[src/hdl/wsr_pkg.sv]
`timescale 1ns / 1ps
package wsr_pkg;

  // Parser phases; codes above PH_PAYLOAD behave as PH_HEAD0
  typedef enum logic [2:0] {
    PH_HEAD0   = 3'd0,
    PH_HEAD1   = 3'd1,
    PH_EXTLEN  = 3'd2,
    PH_MASK    = 3'd3,
    PH_PAYLOAD = 3'd4
  } phase_t;

  // Result channels
  localparam logic [1:0] CH_MSG   = 2'd0;
  localparam logic [1:0] CH_TX    = 2'd1;
  localparam logic [1:0] CH_END   = 2'd2;
  localparam logic [1:0] CH_ABORT = 2'd3;

  // Opcodes
  localparam logic [3:0] OP_CONT   = 4'h0;
  localparam logic [3:0] OP_TEXT   = 4'h1;
  localparam logic [3:0] OP_BINARY = 4'h2;
  localparam logic [3:0] OP_CLOSE  = 4'h8;
  localparam logic [3:0] OP_PING   = 4'h9;

  // Header constants
  localparam logic [6:0] LEN_EXT16  = 7'd126;
  localparam logic [6:0] LEN_EXT64  = 7'd127;
  localparam logic [7:0] BYTE_PONG  = 8'h8A;
  localparam logic [7:0] BYTE_CLOSE = 8'h88;
  localparam logic [3:0] HC_EXT16   = 4'd2;
  localparam logic [3:0] HC_EXT64   = 4'd8;
  localparam logic [3:0] HC_MASK    = 4'd4;

  // Queue between parser and output stage
  localparam int QDEPTH = 4;
  localparam int QPTR_W = 2;

  typedef struct packed {
    logic [1:0] channel;
    logic [7:0] out_byte;
    logic       last;
  } result_t;

  // All results caused by one input word
  typedef struct packed {
    logic    two;
    result_t r0;
    result_t r1;
  } bundle_t;

endpackage

[src/hdl/wsr_if.sv]
`timescale 1ns / 1ps
interface wsr_in_if;
  logic       valid;
  logic       ready;
  logic       kind;
  logic [7:0] rx_byte;

  modport source (output valid, kind, rx_byte, input ready);
  modport sink (input valid, kind, rx_byte, output ready);
endinterface

interface wsr_out_if;
  logic       valid;
  logic       ready;
  logic [1:0] channel;
  logic [7:0] out_byte;
  logic       last;

  modport source (output valid, channel, out_byte, last, input ready);
  modport sink (input valid, channel, out_byte, last, output ready);
endinterface

[src/hdl/wsr_front.sv]
`timescale 1ns / 1ps
module wsr_front #(
  parameter int LENGTH_BITS = 64
) (
  input  logic             clk,
  input  logic             rst,
  wsr_in_if.sink           din,
  input  logic             full,
  output logic             push,
  output wsr_pkg::bundle_t push_data
);
  import wsr_pkg::*;

  localparam int LB = LENGTH_BITS;

  phase_t          phase, phase_next;
  logic [3:0]      header_count, header_count_next;
  logic [3:0]      frame_opcode;
  logic            final_flag;
  logic            mask_present, mask_present_next;
  logic [31:0]     mask_key, mask_key_next;
  logic [LB-1:0]   remaining_length, remaining_length_next;
  logic [1:0]      mask_index, mask_index_next;
  logic            message_open, message_open_next;
  logic            closing, closing_next;

  logic            fire;
  logic [7:0]      b;
  logic [6:0]      len7;
  logic            is_ext;
  logic [LB-1:0]   ext_len;
  logic [LB-1:0]   len_now;
  logic [LB-1:0]   len_dec;
  logic [3:0]      hc_dec;
  logic            hdr_done;
  logic            enter_mask;
  logic            empty;
  logic            data_op;
  logic            pay_end;
  logic [7:0]      key_byte;
  logic [7:0]      pay_byte;
  logic [1:0]      cnt;
  result_t         res0, res1;

  assign fire     = din.valid && din.ready;
  assign din.ready = !full;
  assign b        = din.rx_byte;
  assign len7     = b[6:0];
  assign is_ext   = (len7 == LEN_EXT16) || (len7 == LEN_EXT64);
  assign hc_dec   = header_count - 4'd1;
  assign len_dec  = remaining_length - LB'(1);
  assign pay_end  = (len_dec == '0);
  assign data_op  = (frame_opcode == OP_CONT) || (frame_opcode == OP_TEXT) ||
                    (frame_opcode == OP_BINARY);

  // Shift in one extended length byte, saturate on overflow
  assign ext_len = (|remaining_length[LB-1 -: 8]) ? '1 : {remaining_length[LB-9:0], b};

  // Decode header progress of the current word
  always_comb begin
    hdr_done   = 1'b0;
    enter_mask = 1'b0;
    len_now    = remaining_length;
    unique case (phase)
      PH_HEAD1: begin
        // clear the length before an extended length is shifted in
        len_now    = is_ext ? '0 : {{(LB-7){1'b0}}, len7};
        hdr_done   = !is_ext && !b[7];
        enter_mask = !is_ext && b[7];
      end
      PH_EXTLEN: begin
        len_now    = ext_len;
        hdr_done   = (hc_dec == '0) && !mask_present;
        enter_mask = (hc_dec == '0) && mask_present;
      end
      PH_MASK: begin
        hdr_done = (hc_dec == '0);
      end
      default: ;
    endcase
  end
  assign empty = (len_now == '0);

  // Select the unmask key byte, first key byte first
  always_comb begin
    case (mask_index)
      2'd0:    key_byte = mask_key[31:24];
      2'd1:    key_byte = mask_key[23:16];
      2'd2:    key_byte = mask_key[15:8];
      default: key_byte = mask_key[7:0];
    endcase
  end
  assign pay_byte = mask_present ? (b ^ key_byte) : b;

  // Next phase
  always_comb begin
    phase_next = phase;
    if (fire && !din.kind) begin
      unique case (phase)
        PH_HEAD1, PH_EXTLEN, PH_MASK: begin
          if (phase == PH_HEAD1 && is_ext) begin
            phase_next = PH_EXTLEN;
          end else if (enter_mask) begin
            phase_next = PH_MASK;
          end else if (hdr_done) begin
            phase_next = empty ? PH_HEAD0 : PH_PAYLOAD;
          end
        end
        PH_PAYLOAD: begin
          if (pay_end) begin
            phase_next = PH_HEAD0;
          end
        end
        default: phase_next = PH_HEAD1;
      endcase
    end
  end

  // Register updates and results of the current word
  always_comb begin
    header_count_next     = header_count;
    mask_present_next     = mask_present;
    mask_key_next         = mask_key;
    remaining_length_next = remaining_length;
    mask_index_next       = mask_index;
    message_open_next     = message_open;
    closing_next          = closing;
    cnt                   = 2'd0;
    res0                  = '0;
    res1                  = '0;

    if (fire && din.kind) begin
      // Local close request
      if (!closing) begin
        res0         = '{CH_TX, BYTE_CLOSE, 1'b0};
        res1         = '{CH_TX, 8'h00, 1'b1};
        cnt          = 2'd2;
        closing_next = 1'b1;
      end
    end else if (fire) begin
      if (phase == PH_HEAD1) begin
        mask_present_next     = b[7];
        remaining_length_next = len_now;
        if (len7 == LEN_EXT16) begin
          header_count_next = HC_EXT16;
        end else if (len7 == LEN_EXT64) begin
          header_count_next = HC_EXT64;
        end
      end else if (phase == PH_EXTLEN) begin
        remaining_length_next = ext_len;
        header_count_next     = hc_dec;
      end else if (phase == PH_MASK) begin
        mask_key_next     = {mask_key[23:0], b};
        header_count_next = hc_dec;
      end

      if (enter_mask) begin
        mask_key_next     = '0;
        header_count_next = HC_MASK;
      end

      if (hdr_done) begin
        mask_index_next = 2'd0;
        if (data_op) begin
          message_open_next = 1'b1;
          if (frame_opcode != OP_CONT && message_open) begin
            res0 = '{CH_ABORT, 8'h00, 1'b0};
            cnt  = 2'd1;
          end
          if (empty && final_flag) begin
            if (cnt == 2'd0) begin
              res0 = '{CH_END, 8'h00, 1'b1};
            end else begin
              res1 = '{CH_END, 8'h00, 1'b1};
            end
            cnt               = cnt + 2'd1;
            message_open_next = 1'b0;
          end
        end else if (frame_opcode == OP_PING) begin
          res0 = '{CH_TX, BYTE_PONG, 1'b0};
          res1 = '{CH_TX, len_now[7:0], empty};
          cnt  = 2'd2;
        end else if (frame_opcode == OP_CLOSE && !closing) begin
          res0         = '{CH_TX, BYTE_CLOSE, 1'b0};
          res1         = '{CH_TX, 8'h00, 1'b1};
          cnt          = 2'd2;
          closing_next = 1'b1;
        end
      end

      if (phase == PH_PAYLOAD) begin
        mask_index_next       = mask_index + 2'd1;
        remaining_length_next = len_dec;
        if (data_op) begin
          res0 = '{CH_MSG, pay_byte, pay_end && final_flag};
          cnt  = 2'd1;
          if (pay_end && final_flag) begin
            message_open_next = 1'b0;
          end
        end else if (frame_opcode == OP_PING) begin
          res0 = '{CH_TX, pay_byte, pay_end};
          cnt  = 2'd1;
        end
      end
    end
  end

  assign push           = fire && (cnt != 2'd0);
  assign push_data.two  = (cnt == 2'd2);
  assign push_data.r0   = res0;
  assign push_data.r1   = res1;

  // Hold parser state
  always_ff @(posedge clk) begin
    if (rst) begin
      phase        <= PH_HEAD0;
      header_count <= '0;
      frame_opcode <= '0;
      final_flag   <= 1'b0;
      mask_present <= 1'b0;
      mask_index   <= '0;
      message_open <= 1'b0;
      closing      <= 1'b0;
    end else begin
      phase        <= phase_next;
      header_count <= header_count_next;
      mask_present <= mask_present_next;
      mask_index   <= mask_index_next;
      message_open <= message_open_next;
      closing      <= closing_next;
      if (fire && !din.kind && phase != PH_HEAD1 && phase != PH_EXTLEN &&
          phase != PH_MASK && phase != PH_PAYLOAD) begin
        final_flag   <= b[7];
        frame_opcode <= b[3:0];
      end
    end
  end

  // Length and key carry no reset
  always_ff @(posedge clk) begin
    remaining_length <= remaining_length_next;
    mask_key         <= mask_key_next;
  end

  a_closing_sticky: assert property (@(posedge clk) disable iff (rst)
    ($past(closing) && !$past(rst)) |-> closing)
    else $error("closing state cleared without reset");

  a_payload_len: assert property (@(posedge clk) disable iff (rst)
    (phase == PH_PAYLOAD) |-> (remaining_length != '0))
    else $error("payload phase with zero remaining length");

  a_header_count: assert property (@(posedge clk) disable iff (rst)
    (phase == PH_EXTLEN || phase == PH_MASK) |-> (header_count != '0))
    else $error("header byte phase with no bytes due");

endmodule

[src/hdl/wsr_queue.sv]
`timescale 1ns / 1ps
module wsr_queue (
  input  logic             clk,
  input  logic             rst,
  input  logic             push,
  input  wsr_pkg::bundle_t push_data,
  input  logic             pop,
  output wsr_pkg::bundle_t pop_data,
  output logic             full,
  output logic             empty
);
  import wsr_pkg::*;

  bundle_t           entries [QDEPTH];
  logic [QPTR_W-1:0] wr_ptr;
  logic [QPTR_W-1:0] rd_ptr;
  logic [QPTR_W:0]   count;

  assign full     = (count == (QPTR_W + 1)'(QDEPTH));
  assign empty    = (count == '0);
  assign pop_data = entries[rd_ptr];

  // Store pushed bundles
  always_ff @(posedge clk) begin
    if (push) begin
      entries[wr_ptr] <= push_data;
    end
  end

  // Advance pointers and occupancy
  always_ff @(posedge clk) begin
    if (rst) begin
      wr_ptr <= '0;
      rd_ptr <= '0;
      count  <= '0;
    end else begin
      if (push) begin
        wr_ptr <= wr_ptr + 1'b1;
      end
      if (pop) begin
        rd_ptr <= rd_ptr + 1'b1;
      end
      count <= count + (QPTR_W + 1)'(push) - (QPTR_W + 1)'(pop);
    end
  end

  a_no_overflow: assert property (@(posedge clk) disable iff (rst)
    !(push && full) && !(pop && empty))
    else $error("queue pushed while full or popped while empty");

endmodule

[src/hdl/wsr_back.sv]
`timescale 1ns / 1ps
module wsr_back (
  input  logic             clk,
  input  logic             rst,
  input  wsr_pkg::bundle_t pop_data,
  input  logic             empty,
  output logic             pop,
  wsr_out_if.source        dout
);
  import wsr_pkg::*;

  logic    out_valid;
  result_t out_res;
  logic    pend_valid;
  result_t pend_res;
  logic    load;

  assign load = !out_valid || dout.ready;
  assign pop  = load && !pend_valid && !empty;

  assign dout.valid    = out_valid;
  assign dout.channel  = out_res.channel;
  assign dout.out_byte = out_res.out_byte;
  assign dout.last     = out_res.last;

  // Control: output word valid and pending second result
  always_ff @(posedge clk) begin
    if (rst) begin
      out_valid  <= 1'b0;
      pend_valid <= 1'b0;
    end else if (load) begin
      if (pend_valid) begin
        out_valid  <= 1'b1;
        pend_valid <= 1'b0;
      end else if (!empty) begin
        out_valid  <= 1'b1;
        pend_valid <= pop_data.two;
      end else begin
        out_valid <= 1'b0;
      end
    end
  end

  // Payload: load next word
  always_ff @(posedge clk) begin
    if (load) begin
      if (pend_valid) begin
        out_res <= pend_res;
      end else if (!empty) begin
        out_res  <= pop_data.r0;
        pend_res <= pop_data.r1;
      end
    end
  end

  a_pend_behind_out: assert property (@(posedge clk) disable iff (rst)
    pend_valid |-> out_valid)
    else $error("second result pending with no word on output");

endmodule

[src/hdl/websocket_frame_receiver_core.sv]
`timescale 1ns / 1ps
// Path: a result word goes through a queue entry into the output register that drives dout.
// Throughput: one input word per cycle while the queue is not full; the output register
//   sends one word per cycle while dout is ready, so an input word that causes two results
//   (pong or close reply, abort plus end) puts them on dout one after the other.
//   A four-entry queue decouples parser and output.
// Reset: synchronous, active high; parser returns to the first header byte, connection open.
module websocket_frame_receiver_core #(
  parameter int LENGTH_BITS = 64
) (
  input logic       clk,
  input logic       rst,
  wsr_in_if.sink    din,
  wsr_out_if.source dout
);
  import wsr_pkg::*;

  logic    push;
  bundle_t push_data;
  logic    pop;
  bundle_t pop_data;
  logic    full;
  logic    empty;

  wsr_front #(
    .LENGTH_BITS(LENGTH_BITS)
  ) u_front (
    .clk      (clk),
    .rst      (rst),
    .din      (din),
    .full     (full),
    .push     (push),
    .push_data(push_data)
  );

  wsr_queue u_queue (
    .clk      (clk),
    .rst      (rst),
    .push     (push),
    .push_data(push_data),
    .pop      (pop),
    .pop_data (pop_data),
    .full     (full),
    .empty    (empty)
  );

  wsr_back u_back (
    .clk     (clk),
    .rst     (rst),
    .pop_data(pop_data),
    .empty   (empty),
    .pop     (pop),
    .dout    (dout)
  );

endmodule
[src/flat_wrapper.sv]
// flat-port wrapper written by rule: the top's interface ports become plain ports
module websocket_frame_receiver_core_flat import wsr_pkg::*;
#(
  parameter int LENGTH_BITS = 64
)
  (clk, rst, din_valid, din_kind, din_rx_byte, din_ready, dout_valid, dout_channel, dout_out_byte, dout_last, dout_ready);
  wsr_in_if din_i ();
  wsr_out_if dout_i ();
  input logic clk;
  input logic rst;
  input wire logic [$bits(din_i.valid)-1:0] din_valid;
  input wire logic [$bits(din_i.kind)-1:0] din_kind;
  input wire logic [$bits(din_i.rx_byte)-1:0] din_rx_byte;
  output wire logic [$bits(din_i.ready)-1:0] din_ready;
  output wire logic [$bits(dout_i.valid)-1:0] dout_valid;
  output wire logic [$bits(dout_i.channel)-1:0] dout_channel;
  output wire logic [$bits(dout_i.out_byte)-1:0] dout_out_byte;
  output wire logic [$bits(dout_i.last)-1:0] dout_last;
  input wire logic [$bits(dout_i.ready)-1:0] dout_ready;
  assign din_i.valid = din_valid;
  assign din_i.kind = din_kind;
  assign din_i.rx_byte = din_rx_byte;
  assign din_ready = din_i.ready;
  assign dout_valid = dout_i.valid;
  assign dout_channel = dout_i.channel;
  assign dout_out_byte = dout_i.out_byte;
  assign dout_last = dout_i.last;
  assign dout_i.ready = dout_ready;
  websocket_frame_receiver_core #(.LENGTH_BITS(LENGTH_BITS)) u_core (.clk(clk), .rst(rst), .din(din_i), .dout(dout_i));
endmodule
[config.mk]
export PLATFORM = sky130hd
export DESIGN_NAME = websocket_frame_receiver_core_flat
export DESIGN_NICKNAME = d
export VERILOG_FILES = /design/src/hdl/wsr_pkg.sv /design/src/hdl/wsr_if.sv /design/src/hdl/wsr_front.sv /design/src/hdl/wsr_queue.sv /design/src/hdl/wsr_back.sv /design/src/hdl/websocket_frame_receiver_core.sv /design/src/flat_wrapper.sv
export SDC_FILE = /design/constraint.sdc
export NUM_CORES = 1
export LEC_CHECK = 0
export ABC_AREA = 1
export BUFFER_PORTS_ARGS = -buffer_cell sky130_fd_sc_hd__buf_2
export CORE_ASPECT_RATIO = 1.4
export CORE_MARGIN = 5
export CORE_UTILIZATION = 36
export CTS_BUF_LIST = sky130_fd_sc_hd__clkbuf_16
export CTS_CLUSTER_DIAMETER = 100
export DETAILED_ROUTE_END_ITERATION = 10
export GPL_TIMING_DRIVEN = 0
export SLEW_MARGIN = 10
export SYNTH_ARGS = -nofsm -noshare
export SYNTH_HDL_FRONTEND = slang
export SYNTH_SLANG_ARGS = --single-unit
[constraint.sdc]
create_clock -name clk -period 5.1 [get_ports clk]
set_input_delay 0 -clock clk [delete_from_list [all_inputs] [get_ports clk]]
set_output_delay 0 -clock clk [all_outputs]
set_load 0.02 [all_outputs]
# Word-level counts from Yosys, hierarchy flattened
# Memories as Yosys holds them, arrays and structs flattened. A register that Yosys moved wholly into a read port is not among the register bits.
# Cells that the tools add are included.
dict set report totals {
  latchBits 0
  ram_bits 92
  out_inout_bits 13
  n_memories 1
  mem_bits_ro 0
  input_bits 13
  reg_bits 144
  wordCells 207
}
dict set report op_classes {
  bitwise 4
  order_cmp 0
  mux 87
  n_addsub 8
  reduce_logical 60
  mul 0
  div 0
  n_eq_ne 26
  shifts 0
}
# memory depth word_bits read_ports rd_ports_with_merged_regs write_ports line
set mem_list {}
lappend mem_list {u_core.u_queue.entries 4 23 1 1 1 wsr_queue.sv:14} ;# bundle_t entries [QDEPTH];
# op count
set op_table {}
lappend op_table {{64-bit two-way mux} 4}
lappend op_table {{11-bit two-way mux} 18}
lappend op_table {{64-bit zero test} 2}
lappend op_table {{64-bit case mux with 2 select lines} 1}
lappend op_table {{32-bit two-way mux} 3}
lappend op_table {{64-bit by 1-bit subtractor with 64-bit output (second input constant)} 1}
lappend op_table {{10-bit two-way mux} 6}
lappend op_table {{2-bit two-way mux} 19}
lappend op_table {{4-bit two-way mux} 6}
lappend op_table {{8-bit case mux with 3 select lines} 1}
lappend op_table {{1-bit logical AND} 19}
lappend op_table {{1-bit two-way mux} 19}
lappend op_table {{3-bit two-way mux} 5}
lappend op_table {{3-bit AND reduction} 5}
lappend op_table {{7-bit == test (second input constant)} 2}
lappend op_table {{2-bit nonzero test} 6}
lappend op_table {{5-bit AND reduction} 2}
lappend op_table {{1-bit zero test} 9}
lappend op_table {{2-bit by 1-bit adder with 2-bit output (second input constant)} 4}
lappend op_table {{4-bit == test (second input constant)} 2}
lappend op_table {{4-bit zero test} 2}
lappend op_table {{8-bit two-way mux} 1}
lappend op_table {{2-bit != test (second input constant)} 4}
lappend op_table {{4-bit != test (second input constant)} 2}
lappend op_table {{29 further kinds} 42}

# Longest topological paths before layout
dict set report depth {
  depth_word 21
  depth_mapped 22
  mapped_depth_nobuf 22
}

# Modules after synthesis
# A second synthesis with hierarchy kept.
dict set report unflattened {
  cells_unflattened 1688
  hier_area_um2 13673.1
}
# module n_inst cells_per_inst area_each_um2
set by_module_without_submodules {}
lappend by_module_without_submodules {wsr_front 1 1289 8568.2}
lappend by_module_without_submodules {wsr_queue 1 324 4177.8}
lappend by_module_without_submodules {wsr_back 1 75 927.1}

# Worst setup path after synthesis
# No wires, ideal clock.
dict set report synth_timing {
  path_kind {reg2reg}
  from {register u_core.u_front.phase[2]}
  to {register u_core.u_front.remaining_length[0], enable pin}
  arrival_time_ns 4.382
  stages_incl_launch_ff 6
  setup_time_ns 0.507
  slack_ns 0.211
  cell_sequence {dfxtp_1 -> inv_1 -> nor3_2 -> inv_2 -> clkbuf_1 -> a21oi_1}
}
dict set report synth_between {
  elab_chain_len 3
  word_cells_on_any_way 5
  cone_classes {eq/ne (3); reduce/logical (2)}
}
# item line
set synth_rtl {}
lappend synth_rtl {{from (decl)} wsr_front.sv:16} ;# phase_t phase, phase_next;
lappend synth_rtl {{from (signal assigned)} wsr_front.sv:225} ;# phase <= phase_next;
lappend synth_rtl {{3-bit by 1-bit == test with 1-bit output (tied with other cells)} wsr_front.sv:141} ;# if (phase == PH_HEAD1) begin
lappend synth_rtl {{3-bit nonzero test (no line) *} -}
lappend synth_rtl {{3-bit AND reduction (no line) *} -}
lappend synth_rtl {{to (signal assigned)} wsr_front.sv:241} ;# remaining_length <= remaining_length_next;
lappend synth_rtl {{to (decl)} wsr_front.sv:22} ;# logic [LB-1:0] remaining_length, remaining_length_next;
# Every way passes the cells marked *; elsewhere a longest branch is shown, timed or not.
# A chain may end at the register's enable or synchronous reset.

# Worst setup path in the final report
dict set report layout_timing {
  from {register u_core.u_front.remaining_length[58]}
  to {register u_core.u_queue.count[1]}
}
dict set report layout_between {
  elab_chain_len 17
}
# item line
set layout_rtl {}
lappend layout_rtl {{8-bit OR reduction} wsr_front.sv:57} ;# assign ext_len = (|remaining_length[LB-1 -: 8]) ? '1 : {remaining_length[LB-9:0], b};
lappend layout_rtl {{64-bit two-way mux} wsr_front.sv:57}
lappend layout_rtl {{64-bit case mux with 2 select lines *} wsr_front.sv:64} ;# unique case (phase)
lappend layout_rtl {{64-bit zero test *} wsr_front.sv:82} ;# assign empty = (len_now == '0);
lappend layout_rtl {{1-bit logical AND *} wsr_front.sv:170} ;# if (empty && final_flag) begin
lappend layout_rtl {{2-bit two-way mux *} wsr_front.sv:170}
lappend layout_rtl {{2-bit two-way mux *} wsr_front.sv:164} ;# if (data_op) begin
lappend layout_rtl {{2-bit two-way mux *} wsr_front.sv:162} ;# if (hdr_done) begin
lappend layout_rtl {{2-bit two-way mux} wsr_front.sv:200} ;# end else if (frame_opcode == OP_PING) begin
lappend layout_rtl {{2-bit two-way mux} wsr_front.sv:194} ;# if (data_op) begin
lappend layout_rtl {{2-bit two-way mux *} wsr_front.sv:191} ;# if (phase == PH_PAYLOAD) begin
lappend layout_rtl {{2-bit two-way mux *} wsr_front.sv:140} ;# end else if (fire) begin
lappend layout_rtl {{2-bit two-way mux *} wsr_front.sv:132} ;# if (fire && din.kind) begin
lappend layout_rtl {{2-bit nonzero test *} wsr_front.sv:208} ;# assign push = fire && (cnt != 2'd0);
lappend layout_rtl {{1-bit logical AND *} wsr_front.sv:208}
lappend layout_rtl {{3-bit by 1-bit adder with 3-bit output *} wsr_queue.sv:43} ;# count <= count + (QPTR_W + 1)'(push) - (QPTR_W + 1)'(pop);
lappend layout_rtl {{3-bit by 1-bit subtractor with 3-bit output *} wsr_queue.sv:43}
lappend layout_rtl {{to (signal assigned)} wsr_queue.sv:43}
lappend layout_rtl {{to (decl)} wsr_queue.sv:17} ;# logic [QPTR_W:0] count;
# Marked as above.

==> results.tsv <==
metric	value	unit
syn nets	1641	
CTS H-Tree Depth	1	
hold slack	102	ps
Multi-input gate area	0.00548	sq mm
Worst setup SP type	flip-flop	
final-report hold violation count	0	
#FFs+latches synth	238	
Area contributors post-synth	edfxtp_1 48%, nor2_1 11%, nand2_1 9.6%, inv_1 4.8%, dfxtp_1 4.3%	
GR Util met2	37.8	%
Overall Power	5.86	mW
CTS tree	done	
Rows	82	
Clock Power Share	31.6	%
library cells used by synthesis	38	
vias in the first global route	11200	
asr flop ratio synth	0	%
Worst Setup End Kind	flip-flop	
syn_area_per_cell	8.17	sq um
type of the worst setup path	reg2reg	
largest net degree at the start of global routing	33	
Final #Nets	1713	
Final Instance Area	0.0150	sq mm
Inst Count DP	2101	
dominant synthesized flop cell	edfxtp_1	
Slew HR	18.6	%
worst-margin pin slew	1220	ps
share of layout cells above drive strength 1	7.18	%
Cells after Synth	1610	
Syn. warnings	0	
required time worst endpoint	5510	ps
post-route minimum period	4650	ps
top cell type's share of synthesized area	47.9	%
# DRC	0	
Wirelength per Cell	19.1	microns
clk_skew	20.6	ps
clk buf depth	3	
aggregate routed wire length	41300	microns
Reg area	0.00687	sq mm
# IOs	26	
Synth area leader	edfxtp_1	
initial antenna violation count	0	
first-pass GRT wire length	62800	microns
internal power	3.93	mW
Worst-path clk slew	60	ps
port bufs	25	
clock sink count	238	
Reg power frac	43.9	%
fin util	41.6	%
Switch Pwr	1.93	mW
RSZ-0062 raised after global routing	no	
global-route track usage on met1	21.0	%
CP max FO	9	
detailed-route via count	11300	
GRT Overall Usage	19.9	%
Layout Area Growth over Synthesis	13.8	%
Fillers	3655	
Post-synth top cells	383 x nor2_1, 337 x nand2_1, 210 x edfxtp_1	
Post-synth EDFFs	210	
CTS buffer count	27	
Cell Area, Placed	0.0140	sq mm
diode count	0	
Hold WC Path Type	in2reg	
Post-DP HPWL	31400	microns
Max VDD drop	0.314	mV
post-synth design cell area	0.0132	sq mm
Antenna Nets Post-Route	0	
Worst Setup Slack, final	449	ps
non-filler cells, final	2160	
Max-Cap Viols	0	
root buf cell	clkbuf_16	
Starting Density	36.5	%
aggregate global routing overflow	0	
Worst Path Arrival	5060	ps
worst-skew pair later-pin latency	550	ps
core area	0.0360	sq mm
routability cong.	0.981	
# Post-CTS Setup Buffers	0	
Comb power frac	24.5	%
busiest metal layer after global routing	met2	
Die W	172	microns
First-pass DRT Iterations	7	
Vias/cell	5.23	
f_max	215	MHz
PwrDens	392	mW/mm^2
setup_tns	0	ps
Tcrit/Tclk final	91.2	%
Die Y	236	microns
count leader, synth	nor2_1	
Slew Limit Fails	0	
Placement Setup Slack	214	ps
die area	0.0405	sq mm
Final Setup Violations	0	
met3 usage	2.18	%
Lkg Pwr	5.64	nW
DRT iter0 DRCs	885	
switch share	32.9	%
sequential area share after synthesis	52.2	%
status	complete, no violations	
[what timing repair did]
item	CTS	global route
hold endpoints to repair	33	0
resized for setup	0	1
endpoints found under the setup margin	0	2
hold buffers	14	0
[sequential cells by signal (all words and copies together) (netlist names), named ones only]
name,count
u_core.u_queue.count,3
u_core.u_front.mask_index,2
u_core.u_front.remaining_length,64
u_core.u_back.dout.channel,2
u_core.u_front.closing,1
u_core.u_back.dout.valid,1
u_core.u_queue.entries,92
u_core.u_front.header_count,4
u_core.u_front.mask_key,32
u_core.u_back.pend_res,11
u_core.u_queue.wr_ptr,2
u_core.u_back.dout.last,1
u_core.u_back.dout.out_byte,8
u_core.u_front.final_flag,1
u_core.u_queue.rd_ptr,2
u_core.u_back.pend_valid,1
u_core.u_front.frame_opcode,4
u_core.u_front.message_open,1
u_core.u_front.mask_present,1
u_core.u_front.phase,3
[power by group through the flow]
stage                     clock network (mW)  registers (mW)  logic [mW]
after floorplan                            0            2.65       0.842
final                                   1.85            2.57        1.43
after global placement                     0            2.62        1.37
after detailed placement                   0            2.61        1.44
after CTS                               1.89            2.57        1.45
after global routing                    1.97            2.59        1.58
[worst paths after layout]
check / from / slack [ps] / endpoint / cells after the start
setup / recovery: u_core.u_front.remaining_length[58]$_DFFE_PP_ / 450 / u_core.u_queue.count[1]$_SDFF_PP0_ / 20
hold / removal: din_valid / 100 / u_core.u_front.message_open$_SDFFE_PP0P_ / 7
setup reg to reg: u_core.u_front.remaining_length[58]$_DFFE_PP_ / 450 / u_core.u_queue.count[1]$_SDFF_PP0_ / 20
hold reg to reg: u_core.u_queue.rd_ptr[1]$_SDFFE_PP0P_ / 470 / u_core.u_queue.rd_ptr[1]$_SDFFE_PP0P_ / 2
[worst max-delay path: stages, from the launching register on]
cell	delay [ps]
edfxtp_1	470
nor2_1	220
nand2_1	70
nor2_1	480
inv_1	260
nor2_1	180
a21oi_1	70
a21oi_1	200
nand2_1	80
nor2_1	220
nand3_1	150
ha_1	290
nand2_1	70
a21oi_1	110
nor2_2	540
ha_1	350
inv_1	60
ha_1	160
fa_1	420
inv_1	70
nor2_1	30
[placed cells by master (no fill, tap or decap), drive strengths merged, types with 17 or more instances in the layout]
cell / synthesis / final
nand3: 42 / 42
o21ai: 113 / 113
ha: 17 / 17
a31oi: 18 / 18
a21oi: 41 / 41
dfxtp: 28 / 28
clkbuf: 39 / 66
inv: 181 / 187
nor3: 21 / 21
buf: 4 / 33
nor2: 402 / 402
nand4: 24 / 24
o22ai: 59 / 59
edfxtp: 210 / 210
nand2: 346 / 346
[metal layers]
metal,routed length (microns),up-vias
met1,15100,5306
met3,1770,125
met4,2530,0
met5,0,-
met2,21900,357
li1,-,5518
[layout make-up]
class | count | share of cell area [%]
flip-flops and latches | 238 | 45.9
multi-input cells | 1145 | 36.6
inverters | 184 | 4.62
clock buffers | 27 | 4.52
well taps | 462 | 3.86
repair buffers | 43 | 2.35
plain buffers | 43 | 1.08
clock inverters | 18 | 1.05
[cell families (layout without fill, tap and decap cells)]
group / Yosys count / after routing / synth area share [%]
compound gates: 250 / 250 / 10.7
flops: 238 / 238 / 52.2
simple gates: 854 / 854 / 27.3
buf+inv: 227 / 315 / 6.48
fa+ha+maj: 18 / 18 / 1.77
xor+xnor: 23 / 23 / 1.53
(Power assumes the default switching activity.)
